**src/rtl/svm_pkg.sv**
```systemverilog
// Shared types, constants and helpers for the sample playback voice mixer.
package svm_pkg;

    // Field widths of the beats and registers
    localparam int MIX_IN_W    = 24;
    localparam int SAMPLE_W    = 16;
    localparam int ADDR_IN_W   = 16;
    localparam int RATE_W      = 24;
    localparam int LEN_W       = 17;
    localparam int VOL_W       = 16;
    localparam int PAN_W       = 16;
    localparam int START_W     = 32;
    localparam int FRAME_W     = 2 * SAMPLE_W;
    localparam int CFG_DATA_W  = 32;
    localparam int CFG_INDEX_W = 3;

    // Position is signed Q24.16
    localparam int POS_W  = 40;
    localparam int FRAC_W = 16;

    // Q1.15 arithmetic
    localparam int GAIN_W  = 17;
    localparam int Q_SHIFT = 15;
    localparam int Q_HALF  = 16384;
    localparam logic [VOL_W-1:0]  VOL_UNITY  = 16'h8000;
    localparam logic [GAIN_W-1:0] GAIN_UNITY = 17'h08000;

    // Width used for mix sums before saturation (covers MIX_WIDTH up to 32)
    localparam int SUM_W = 34;

    // Mode codes of the input beat
    localparam logic [1:0] MODE_LOAD  = 2'd0;
    localparam logic [1:0] MODE_START = 2'd1;
    localparam logic [1:0] MODE_STOP  = 2'd2;
    localparam logic [1:0] MODE_TICK  = 2'd3;

    // Configuration register indexes
    localparam logic [CFG_INDEX_W-1:0] REG_RATE_STEP      = 3'd0;
    localparam logic [CFG_INDEX_W-1:0] REG_LENGTH_FRAMES  = 3'd1;
    localparam logic [CFG_INDEX_W-1:0] REG_LOOP_ENABLE    = 3'd2;
    localparam logic [CFG_INDEX_W-1:0] REG_VOLUME         = 3'd3;
    localparam logic [CFG_INDEX_W-1:0] REG_PAN            = 3'd4;
    localparam logic [CFG_INDEX_W-1:0] REG_STEREO         = 3'd5;
    localparam logic [CFG_INDEX_W-1:0] REG_START_POSITION = 3'd6;

    typedef struct packed {
        logic [1:0]                  mode;
        logic [ADDR_IN_W-1:0]        sample_address;
        logic signed [SAMPLE_W-1:0]  sample_left;
        logic signed [SAMPLE_W-1:0]  sample_right;
        logic signed [MIX_IN_W-1:0]  in_left;
        logic signed [MIX_IN_W-1:0]  in_right;
    } item_t;

    typedef struct packed {
        logic signed [MIX_IN_W-1:0]  out_left;
        logic signed [MIX_IN_W-1:0]  out_right;
        logic                        still_playing;
    } result_t;

    typedef struct packed {
        logic signed [RATE_W-1:0]    rate_step;
        logic [LEN_W-1:0]            length_frames;
        logic                        loop_enable;
        logic [VOL_W-1:0]            volume;
        logic signed [PAN_W-1:0]     pan;
        logic                        stereo;
        logic [START_W-1:0]          start_position;
    } cfg_t;

    localparam cfg_t CFG_RESET = '{
        rate_step:      24'sd65536,
        length_frames:  17'd0,
        loop_enable:    1'b0,
        volume:         VOL_UNITY,
        pan:            16'sd0,
        stereo:         1'b1,
        start_position: 32'd0
    };

    // Command classes passed from the front to the back
    typedef enum logic [1:0] {
        CMD_LOAD  = 2'd0,
        CMD_START = 2'd1,
        CMD_STOP  = 2'd2,
        CMD_TICK  = 2'd3
    } cmd_kind_t;

    typedef struct packed {
        cmd_kind_t                   kind;
        logic [ADDR_IN_W-1:0]        sample_address;
        logic [FRAME_W-1:0]          frame;      // right in the upper half
        logic signed [MIX_IN_W-1:0]  mix_left;   // already saturated
        logic signed [MIX_IN_W-1:0]  mix_right;
    } cmd_t;

    // Clamp a sum to a signed range of the given width
    function automatic logic signed [SUM_W-1:0] sat_mix(
        input logic signed [SUM_W-1:0] v,
        input int                      width
    );
        logic signed [SUM_W-1:0] hi;
        logic signed [SUM_W-1:0] lo;
        hi = $signed((SUM_W'(1) << (width - 1)) - SUM_W'(1));
        lo = ~hi;
        if (v > hi) begin
            return hi;
        end
        else if (v < lo) begin
            return lo;
        end
        return v;
    endfunction

endpackage

```
**src/rtl/svm_front.sv**
```systemverilog
// Front end: takes input beats, classifies them and queues commands for the back end.
module svm_front #(
    parameter int FRAME_DEPTH = 65536,
    parameter int MIX_WIDTH   = 24
) (
    input  logic            clk,
    input  logic            rst_n,
    input  logic            item_valid,
    output logic            item_ready,
    input  svm_pkg::item_t  item,
    output logic            cmd_valid,
    output svm_pkg::cmd_t   cmd,
    input  logic            cmd_pop
);

    localparam int QDEPTH = 2;
    localparam int PTR_W  = $clog2(QDEPTH);
    localparam int CNT_W  = $clog2(QDEPTH + 1);
    localparam int SUM_W  = svm_pkg::SUM_W;
    localparam int MIX_W  = svm_pkg::MIX_IN_W;

    svm_pkg::cmd_t           new_cmd;
    logic                    keep;
    logic                    push;
    logic signed [SUM_W-1:0] left_sat;
    logic signed [SUM_W-1:0] right_sat;

    svm_pkg::cmd_t           q_reg [QDEPTH];
    logic [PTR_W-1:0]        wr_ptr_reg;
    logic [PTR_W-1:0]        rd_ptr_reg;
    logic [CNT_W-1:0]        count_reg;

    // incoming sums are clamped to the mix range before anything is added
    assign left_sat  = svm_pkg::sat_mix(SUM_W'(item.in_left), MIX_WIDTH);
    assign right_sat = svm_pkg::sat_mix(SUM_W'(item.in_right), MIX_WIDTH);

    // classify the beat; loads beyond the memory are dropped here
    always_comb
    begin
        new_cmd                = '0;
        new_cmd.sample_address = item.sample_address;
        new_cmd.frame          = {item.sample_right, item.sample_left};
        new_cmd.mix_left       = left_sat[MIX_W-1:0];
        new_cmd.mix_right      = right_sat[MIX_W-1:0];
        keep                   = 1'b1;
        unique case (item.mode)
            svm_pkg::MODE_LOAD:
            begin
                new_cmd.kind = svm_pkg::CMD_LOAD;
                keep         = 32'(item.sample_address) < 32'(FRAME_DEPTH);
            end
            svm_pkg::MODE_START: new_cmd.kind = svm_pkg::CMD_START;
            svm_pkg::MODE_STOP:  new_cmd.kind = svm_pkg::CMD_STOP;
            svm_pkg::MODE_TICK:  new_cmd.kind = svm_pkg::CMD_TICK;
            default:             keep = 1'b0;
        endcase
    end

    // command queue
    assign item_ready = count_reg != CNT_W'(QDEPTH);
    assign push       = item_valid && item_ready && keep;
    assign cmd_valid  = count_reg != '0;
    assign cmd        = q_reg[rd_ptr_reg];

    always_ff @(posedge clk or negedge rst_n)
    begin
        if (!rst_n)
        begin
            wr_ptr_reg <= '0;
            rd_ptr_reg <= '0;
            count_reg  <= '0;
        end
        else
        begin
            if (push)
            begin
                wr_ptr_reg <= wr_ptr_reg + PTR_W'(1);
            end
            if (cmd_pop)
            begin
                rd_ptr_reg <= rd_ptr_reg + PTR_W'(1);
            end
            if (push && !cmd_pop)
            begin
                count_reg <= count_reg + CNT_W'(1);
            end
            else if (!push && cmd_pop)
            begin
                count_reg <= count_reg - CNT_W'(1);
            end
        end
    end

    always_ff @(posedge clk)
    begin
        if (push)
        begin
            q_reg[wr_ptr_reg] <= new_cmd;
        end
    end

    a_count_bound: assert property (@(posedge clk) disable iff (!rst_n)
        count_reg <= CNT_W'(QDEPTH))
        else $error("command queue over its depth");

    a_pop_nonempty: assert property (@(posedge clk) disable iff (!rst_n)
        cmd_pop |-> cmd_valid)
        else $error("command popped from an empty queue");

    a_push_lands: assert property (@(posedge clk) disable iff (!rst_n)
        (push && !cmd_pop) |=> (count_reg != '0))
        else $error("queued command lost");

endmodule

```
**config.mk**
```make
export PLATFORM = sky130hd
export DESIGN_NAME = svm_front
export DESIGN_NICKNAME = d
export VERILOG_FILES = /design/src/rtl/svm_pkg.sv /design/src/rtl/svm_front.sv
export SDC_FILE = /design/constraint.sdc
export NUM_CORES = 1
export LEC_CHECK = 0
export ABC_CLOCK_PERIOD_IN_PS = 6700
export BUFFER_PORTS_ARGS = -buffer_cell sky130_fd_sc_hd__buf_2
export CAP_MARGIN = 20
export CORE_MARGIN = 5
export CORE_UTILIZATION = 26
export DETAILED_ROUTE_END_ITERATION = 10
export PLACE_DENSITY_LB_ADDON = 0.15
export SYNTH_ARGS = -nofsm -noshare
export SYNTH_HDL_FRONTEND = slang
export SYNTH_SLANG_ARGS = --single-unit
export TNS_END_PERCENT = 10
```
**constraint.sdc**
```tcl
create_clock -name clk -period 6.7 [get_ports clk]
set_clock_uncertainty 0.05 [all_clocks]
set_input_delay 0.335 -clock clk [delete_from_list [all_inputs] [get_ports clk]]
set_output_delay 0.335 -clock clk [all_outputs]
set_load 0.02 [all_outputs]
```
==> metrics.cfg, run 1 <==
[grt]
grt_first_pass_wirelength_microns=24100
via_count_of_the_first_global_routing_pass=4061
all_layer_global_routing_usage=0.0968
overflow=0
initial_antenna_violation_count=1
grt_start_max_net_pins=72

[floorplanning]
die-area_sq_um=32300
chipHeight_microns=180
num_io_pins=202
num_rows=62
initial_utilization=0.262
fp.dieW_microns=180
core_region_area_sq_um=28500

[power_and_ir_drop]
netSwitchingFraction=0.346
total_power_uw=4200
internal_power_uw=2750
ir_worst_vdd_uv=162
cellPowerDensity_nw_per_um2=448
pwr-share-seq=0.430
p_sw_uw=1450
comb_power_share=0.324
clockPowerShare=0.246
cell_leakage_power_uw=0.00345

[critical_path]
slowest_stage=sky130_fd_sc_hd__buf_4
criticalPathCategory=reg -> out
crit_path_dat_ns=2.65
critPathRequiredTime_ns=6.31
crit_path_max_fanout=71
crit_path_start_kind=flop
critical_path.endpoint_type=primary output
timing.critical_path.cells=buf_4, mux2_2, buf_2
crit_start=rd_ptr_reg$_DFFE_PN0P_
crit_path_max_incr_delay_ns=0.89
worst_r2r_startpoint=count_reg[0]$_DFFE_PN0P_

[min_path]
worst_hold_path_type=in -> reg
worstHoldStart=item[40]

[timing]
timing_max_transition_violations_final=0
portion_of_the_clock_cycle_consumed_by_the_worst_path_in_the_final_layout=0.454
maxSlewHeadroom=0.287
report.final.hold_viol_count=0
worst-slew-pin-transition_ns=1.07
fin_setup_tns_ns=0
maximum_achievable_frequency_ghz=0.329
final-setup-viol-count=0
hold_ws_ns=0.0438
finalCriticalPeriod_ns=3.04
unrepaired_setup_endpoints_after_global_routing=no

[cts]
htree_num_levels=4
worstSkewPairLatency_ns=0.42
cts_tree=done
clk_path_buf_depth=2
ctsResizeCount=0
clock_buffer_count_from_cts=17
cts_sinks=200
clkSlewWorstSetupHoldPaths_ns=0.08
ctsRootBufferMaster=sky130_fd_sc_hd__clkbuf_16

[yosys]
ys_types=16
synth_area_per_cell_sq_um=20.1
synthesis.nets=476
synth-warning-count=0
cell_count_after_synthesis=373
seq_area_frac_synth=0.800
syn-cell-area_sq_um=7480
postSynthRegisterBits=200

[cells_and_area]
area_growth_syn_to_layout_pct=25.2
fillers=2830
final_common_cell=sky130_fd_sc_hd__buf_2
final_net_count=640
largest_register_ff_count=196
layout_common_cells=sky130_fd_sc_hd__buf_2 (201), sky130_fd_sc_hd__edfxtp_1 (196), sky130_fd_sc_hd__mux2_2 (88), sky130_fd_sc_hd__clkbuf_16 (17), sky130_fd_sc_hd__mux2_4 (10)
final_layout_size_suffix_gt1_frac=0.615

[routing]
detailed_routing_iterations_pass_1=4
detailedRoute.firstIterationViolations=158
totalWireLength_microns=15600
detail_route.drc_violations=0
routedWlPerCell_microns=16.7
vias=3676
antenna_left=0
via_per_inst=3.93

[outcome]
status=finished, final reports clean

[placement]
place.port_buffers=201
dp_hpwl_microns=10200
routabilityCongestion=0.678

[run]
drv.max_cap_violation_count=0

[worst max-delay path, delay by kind of cell, from the launching register on]
family	cells	cell delay (ns)
mux	1	0.44
flops	1	0.68
buf+inv	2	1.05
[per-layer routing]
metal,track usage,routed length [microns],up-vias,share of wire
met1,0.118,6560,1839,0.42
met3,0.0325,973,9,0.062
met4,0.0311,180,2,0.012
met2,0.162,7900,114,0.51
li1,-,-,1712,-
met5,0,7,-,0.00045
[synth_stat cells]
cell type	count	area, sq um
sky130_fd_sc_hd__xnor2_1	2	17.5
sky130_fd_sc_hd__ha_1	1	12.5
sky130_fd_sc_hd__nand2_1	1	3.75
sky130_fd_sc_hd__mux2_4	10	150
sky130_fd_sc_hd__buf_2	8	40.0
sky130_fd_sc_hd__nor2_1	2	7.51
sky130_fd_sc_hd__edfxtp_1	196	5890
sky130_fd_sc_hd__or2_2	1	6.26
sky130_fd_sc_hd__clkbuf_1	50	188
sky130_fd_sc_hd__dfrtp_1	4	100
sky130_fd_sc_hd__xor2_1	3	26.3
sky130_fd_sc_hd__nand2b_1	1	6.26
sky130_fd_sc_hd__inv_1	2	7.51
sky130_fd_sc_hd__and3_1	1	6.26
sky130_fd_sc_hd__buf_6	3	33.8
sky130_fd_sc_hd__mux2_2	88	991
[power by group through the flow]
stage / Sequential [uW] / Combinational (uW) / Clock [uW]
3_5_place_dp: 1840 / 1410 / 0
6_report: 1810 / 1360 / 1030
4_1_cts: 1810 / 1420 / 1080
2_1_floorplan: 1810 / 993 / 0
3_3_place_gp: 1830 / 1410 / 0
5_1_grt: 1830 / 1470 / 1130
[logic make-up after synthesis]
logic type | after synthesis | share of synthesized area
flip-flops | 200 | 0.800
multiplexers | 98 | 0.153
buffers and inverters | 63 | 0.0360
AND/OR/NAND/NOR | 6 | 0.00401
XOR/XNOR | 5 | 0.00585
adder cells (fa/ha/maj) | 1 | 0.00167
[area by class of cell]
type | instances | area [sq um] | share of cell area
clock buffers | 17 | 425 | 0.0454
repair buffers | 206 | 1050 | 0.112
well taps | 384 | 480 | 0.0513
clock inverters | 15 | 178 | 0.0190
diodes | 1 | 2.50 | 0.000267
inverters | 2 | 7.51 | 0.000801
flip-flops and latches | 200 | 5990 | 0.639
multi-input cells | 110 | 1240 | 0.132
[through the flow]
step / util / instances / area [sq um] / worst slack, ns
6_report: 0.328 / 935 / 9370 / 3.66
5_1_grt: 0.328 / 934 / 9370 / 3.47
4_1_cts: 0.328 / 934 / 9370 / 3.53
3_5_place_dp: 0.307 / 901 / 8750 / 4.02
3_3_place_gp: 0.307 / 901 / 8750 / 4.04
2_1_floorplan: - / 373 / 7480 / 1.22
[final timing paths]
check,slack [ns],depth (start not counted),end
worst max register to register,4.16,5,q_reg[0][88]$_DFFE_PP_
worst max-delay path,3.66,3,cmd[46]
worst min register to register,0.45,1,count_reg[1]$_DFFE_PN0P_
min in group asynchronous,0.22,2,count_reg[1]$_DFFE_PN0P_
worst min-delay path,0.04,1,q_reg[1][40]$_DFFE_PP_
max in group asynchronous,6.23,2,rd_ptr_reg$_DFFE_PN0P_
[repair_timing]
item                      4_1_cts  5_1_grt
hold buffers                    1        0
buffers inserted                0        0
hold endpoints to repair        4        0
No activity file was read; power rests on OpenSTA's default activity.
==> inputs of run 2 (changes only) <==
ABC_CLOCK_PERIOD_IN_PS = 3200   (was 6700)
clock period = 3.2 ns   (was 6.7 ns; I/O delays follow)
==> metrics.cfg, run 2 (synthesized netlist as in run 1, its figures left out) <==
[timing]
worst-slew-pin-transition_ns=0.709  ; -0.361 ns
finalCriticalPeriod_ns=2.32
portion_of_the_clock_cycle_consumed_by_the_worst_path_in_the_final_layout=0.725
fin_ws_ns=0.881  ; -2.78 ns
final-setup-viol-count=0  ; unchanged
maxSlewHeadroom=0.527  ; +0.240
maximum_achievable_frequency_ghz=0.431
report.final.hold_viol_count=0  ; unchanged
unrepaired_setup_endpoints_after_global_routing=no
timing_max_transition_violations_final=0  ; unchanged

[cts]
clock_buffer_count_from_cts=17  ; unchanged
cts_sinks=200  ; unchanged
clk_path_buf_depth=2  ; unchanged
ctsRootBufferMaster=sky130_fd_sc_hd__clkbuf_16
worstSkewPairLatency_ns=0.41  ; about the same
htree_num_levels=4  ; unchanged
cts_tree=done
ctsResizeCount=0  ; unchanged
clkSlewWorstSetupHoldPaths_ns=0.07  ; about the same

[critical_path]
crit_path_start_kind=flop
crit_path_dat_ns=2.11  ; -0.54 ns
critical_path.endpoint_type=primary output
crit_path_max_incr_delay_ns=0.70  ; -0.19 ns
slowest_stage=sky130_fd_sc_hd__dfrtp_4
criticalPathCategory=reg -> out
crit_path_max_fanout=29  ; -59%
timing.critical_path.cells=buf_4, mux2_2, buf_2
critPathRequiredTime_ns=2.99  ; -3.32 ns

[floorplanning]
num_io_pins=202  ; unchanged
die-area_sq_um=32300  ; unchanged
chipHeight_microns=180  ; unchanged
initial_utilization=0.262  ; unchanged
core_region_area_sq_um=28500  ; unchanged
num_rows=62  ; unchanged
fp.dieW_microns=180  ; unchanged

[placement]
dp_hpwl_microns=10000  ; -1.2%
pre_cts_setup_slack_ns=1.20  ; -2.83 ns
place.port_buffers=201  ; unchanged
routabilityCongestion=0.729  ; +7.5%

[cells_and_area]
antenna-diode-count=0  ; -1
layout_common_cells=sky130_fd_sc_hd__buf_2 (201), sky130_fd_sc_hd__edfxtp_1 (196), sky130_fd_sc_hd__dlygate4sd3_1 (100), sky130_fd_sc_hd__mux2_2 (88), sky130_fd_sc_hd__clkbuf_16 (17)
final_net_count=741  ; +16%
largest_register_ff_count=196  ; unchanged
post-route-util=0.363  ; +0.0348
final_layout_size_suffix_gt1_frac=0.520  ; -0.0945
area_growth_syn_to_layout_pct=38.5
final_common_cell=sky130_fd_sc_hd__buf_2

[min_path]
worst_hold_path_type=in -> async

[routing]
totalWireLength_microns=15400  ; -1.7%
detail_route.drc_violations=0  ; unchanged
detailed_routing_iterations_pass_1=4  ; unchanged
vias=4032  ; +9.7%
via_per_inst=3.90  ; -0.82%
antenna_left=0  ; unchanged
routedWlPerCell_microns=14.9  ; -11%
detailedRoute.firstIterationViolations=124  ; -22%

[outcome]
status=finished, final reports clean

[grt]
overflow=0  ; unchanged
grt_start_max_net_pins=50  ; -31%
initial_antenna_violation_count=0  ; -1
via_count_of_the_first_global_routing_pass=4440  ; +9.3%
all_layer_global_routing_usage=0.0949  ; -0.00182
grt_first_pass_wirelength_microns=24400  ; +0.94%

[power_and_ir_drop]
cellPowerDensity_nw_per_um2=852  ; +90%
ir_worst_vdd_uv=443  ; +170%
cell_leakage_power_uw=0.00387  ; +12%

[run]
drv.max_cap_violation_count=0  ; unchanged

run 2: worst paths after layout:
| check | from | to | slack, ns | cells past startpoint |
|---|---|---|---|---|
| min in group clk | item_valid | wr_ptr_reg$_DFFE_PN0N_ | 0.07 | 3 |
| worst min register to register | count_reg[1]$_DFFE_PN0P_ | count_reg[1]$_DFFE_PN0P_ | 0.45 | 1 |
| max in group asynchronous | rst_n | rd_ptr_reg$_DFFE_PN0P_ | 2.93 | 2 |
| worst min-delay path | rst_n | count_reg[1]$_DFFE_PN0P_ | 0.03 | 2 |
| worst max register to register | count_reg[0]$_DFFE_PN0P_ | q_reg[1][29]$_DFFE_PP_ | 1.22 | 3 |
| worst max-delay path | rd_ptr_reg$_DFFE_PN0P_ | cmd[32] | 0.88 | 3 |
run 2: per-stage QoR:
stage	total power [uW]	cell area [sq um]	hold WS, ns	TNS (ns)	cells
final	8830	10400	0.0275	0	1034
after global routing	9320	10400	0.0269	0	1034
after detailed placement	6800	8790	-0.0742	0	903
after floorplan	5850	7490	-0.186	-32.49	373
after global placement	6770	8790	-0.0785	0	903
after CTS	9030	10400	0.00400	0	1034
run 2: final cells by class:
type / instances / area (sq um)
Clock buffer: 19 / 433
Clock inverter: 12 / 136
Fill cell: 2770 / 18200
Inverter: 2 / 7.51
Multi-Input combinational cell: 110 / 1240
Sequential cell: 200 / 5990
Tap cell: 384 / 480
Timing Repair Buffer: 307 / 2080
run 2: metal layers:
metal  share of wire  up-vias  wire length (microns)  global-route usage
li1                -     1906                      -                   -
met1            0.44     2012                   6760               0.117
met2            0.50      106                   7680               0.161
met3           0.048        8                    743              0.0287
met4           0.012        0                    178              0.0283
met5               0        -                      0                   0
run 2: critical path: cells and delay by family (launching register included):
| kind | cells | cell delay, ns |
|---|---|---|
| buf+inv | 2 | 0.57 |
| flops | 1 | 0.70 |
| mux | 1 | 0.39 |
run 2: where the power goes:
part           total [uW]  switching (uW)  internal (uW)
Sequential           3780             201           3580
Combinational        2970            1750           1220
Clock                2080             978           1100
Total                8830            2930           5900
run 2: repair_timing:
| action | CTS | global route |
|---|---|---|
| hold buffers | 100 | 0 |
| setup buffers | 0 | 0 |
| endpoints found under the hold margin | 201 | 0 |
==> inputs of run 3 (changes only) <==
ABC_CLOCK_PERIOD_IN_PS = 2100   (was 3200)
clock period = 2.1 ns   (was 3.2 ns; I/O delays follow)
==> metrics.cfg, run 3 (synthesized netlist as in run 1, its figures left out) <==
[outcome]
status=finished, final reports clean

[critical_path]
criticalPathCategory=reg -> out
timing.critical_path.max_delay_family=buffers and inverters
critical_path.endpoint_type=primary output
cp_num_buf_inv=2  ; unchanged
crit_path_start_kind=flop
worst_r2r_path_depth=4  ; +1
timing.critical_path.cells=buf_12, mux2_2, buf_2
crit_path_max_incr_delay_ns=0.43  ; -0.27 ns
cp-endpoint=cmd[74]
worst_r2r_endpoint=q_reg[0][35]$_DFFE_PP_
crit_path_max_fanout=65  ; +120%
worst_r2r_startpoint=count_reg[0]$_DFFE_PN0P_
crit_start=rd_ptr_reg$_DFFE_PN0P_
worst-r2r-setup-slack_ns=0.49  ; -0.73 ns
critical_path_cell_count=3  ; unchanged
slowest_stage=sky130_fd_sc_hd__dfrtp_4
crit_path_dat_ns=1.80  ; -0.31 ns
critPathRequiredTime_ns=1.95  ; -1.04 ns

[cts]
worstSkewPairLatency_ns=0.41  ; about the same
clock_buffer_count_from_cts=17  ; unchanged
htree_num_levels=4  ; unchanged
cts_sinks=200  ; unchanged
clkSlewWorstSetupHoldPaths_ns=0.08  ; about the same
ctsRootBufferMaster=sky130_fd_sc_hd__clkbuf_16
cts_tree=done
clk_path_buf_depth=2  ; unchanged
post_cts_setup_buffer_count=0  ; unchanged

[grt]
grt_start_max_net_pins=66  ; +32%
overflow=0  ; unchanged
initial_antenna_violation_count=1  ; +1
grt_first_pass_wirelength_microns=25100  ; +3.2%
all_layer_global_routing_usage=0.0995  ; +0.00451
via_count_of_the_first_global_routing_pass=4473  ; +0.74%

[floorplanning]
num_io_pins=202  ; unchanged
core_region_area_sq_um=28500  ; unchanged
initial_utilization=0.262  ; unchanged
num_rows=62  ; unchanged
die-area_sq_um=32300  ; unchanged
chipHeight_microns=180  ; unchanged
fp.dieW_microns=180  ; unchanged

[timing]
worst-slew-pin-transition_ns=0.420  ; -0.289 ns
portion_of_the_clock_cycle_consumed_by_the_worst_path_in_the_final_layout=0.931
report.final.hold_viol_count=0  ; unchanged
fin_setup_tns_ns=0  ; unchanged
finalCriticalPeriod_ns=1.96
maximum_achievable_frequency_ghz=0.511
unrepaired_setup_endpoints_after_global_routing=no
final-setup-viol-count=0  ; unchanged
hold_ws_ns=0.347  ; +0.320 ns
maxSlewHeadroom=0.720  ; +0.193
timing_max_transition_violations_final=0  ; unchanged

[cells_and_area]
final_layout_size_suffix_gt1_frac=0.523  ; +0.00301
instances_no_fill=1037  ; +0.29%
final_common_cell=sky130_fd_sc_hd__buf_2
layout_common_cells=sky130_fd_sc_hd__buf_2 (201), sky130_fd_sc_hd__edfxtp_1 (196), sky130_fd_sc_hd__dlygate4sd3_1 (102), sky130_fd_sc_hd__mux2_2 (88), sky130_fd_sc_hd__clkbuf_16 (17)
largest_register_ff_count=196  ; unchanged
area_growth_syn_to_layout_pct=39.8
final_net_count=744  ; +0.40%

[power_and_ir_drop]
cellPowerDensity_nw_per_um2=1300  ; +53%
ir_worst_vdd_uv=492  ; +11%
cell_leakage_power_uw=0.00391  ; +0.88%

[min_path]
worst_hold_path_type=in -> reg
worstHoldStart=item[44]

[routing]
detailed_routing_iterations_pass_1=4  ; unchanged
antenna_left=0  ; unchanged
vias=4056  ; +0.60%
totalWireLength_microns=16200  ; +5.2%
routedWlPerCell_microns=15.6  ; +4.9%
detail_route.drc_violations=0  ; unchanged
via_per_inst=3.91  ; +0.30%
detailedRoute.firstIterationViolations=149  ; +20%

[run]
drv.max_cap_violation_count=0  ; unchanged

[placement]
place.port_buffers=201  ; unchanged
numPlacedInstances=904  ; +0.11%
routabilityCongestion=0.693  ; -4.9%
dp_hpwl_microns=10100  ; +0.68%

run 3: cell count changes in the layout (fill, tap and decap cells not counted), sizes merged:
cell and delta:
buf +1, clkbuf -2, clkinv +2, diode +1, dlygate4sd3 +2, inv -1
run 3: stage by stage:
step / setup WS, ns / power (uW) / area (sq um) / util
floorplan: -0.474 / 8910 / 7510 / -
global route: 0.0515 / 14300 / 10500 / 0.366
detailed placement: 0.488 / 10500 / 8870 / 0.311
finish: 0.145 / 13600 / 10500 / 0.366
global placement: 0.493 / 10500 / 8870 / 0.311
CTS: 0.0440 / 13900 / 10500 / 0.366
run 3: power by group:
group	switching, uW	total (uW)	internal [uW]
Clock	1510	3170	1670
Sequential	210	5650	5450
Combinational	2830	4790	1960
Total	4550	13600	9070
run 3: worst reg2reg max path, delay by kind of cell, from the launching register on:
kind / cells / cell delay [ns]
flops: 1 / 0.41
buf+inv: 1 / 0.30
simple gates: 3 / 0.50
run 3: timing repair:
| action | in CTS | in global routing |
|---|---|---|
| endpoints found under the hold margin | 202 | 0 |
| hold buffers | 102 | 0 |
| resized for setup | 0 | 1 |
| endpoints found under the setup margin | 0 | 1 |
run 3: area by class of cell:
cell class              count  area (sq um)
fillers                  2759         18100
flip-flops and latches    200          5990
repair buffers            310          2160
multi-input cells         110          1250
well taps                 384           480
clock buffers              17           425
clock inverters            13           140
inverters                   2          7.51
diodes                      1          2.50
run 3: worst min path at each step:
stage	cells past startpoint	slack, ns	to
after floorplan	0	-0.24	count_reg[0]$_DFFE_PN0P_
after CTS	2	0.32	q_reg[1][44]$_DFFE_PP_
final	2	0.35	q_reg[1][44]$_DFFE_PP_
after global placement	1	-0.12	rd_ptr_reg$_DFFE_PN0P_
after global routing	2	0.34	q_reg[1][50]$_DFFE_PP_
after detailed placement	1	-0.12	rd_ptr_reg$_DFFE_PN0P_
run 3: metal layers:
| metal | share of wire | GRT usage | vias up |
|---|---|---|---|
| met5 | 0 | 0 | - |
| met3 | 0.046 | 0.0283 | 11 |
| met2 | 0.50 | 0.167 | 117 |
| met1 | 0.44 | 0.124 | 2015 |
| li1 | - | - | 1913 |
| met4 | 0.015 | 0.0326 | 0 |
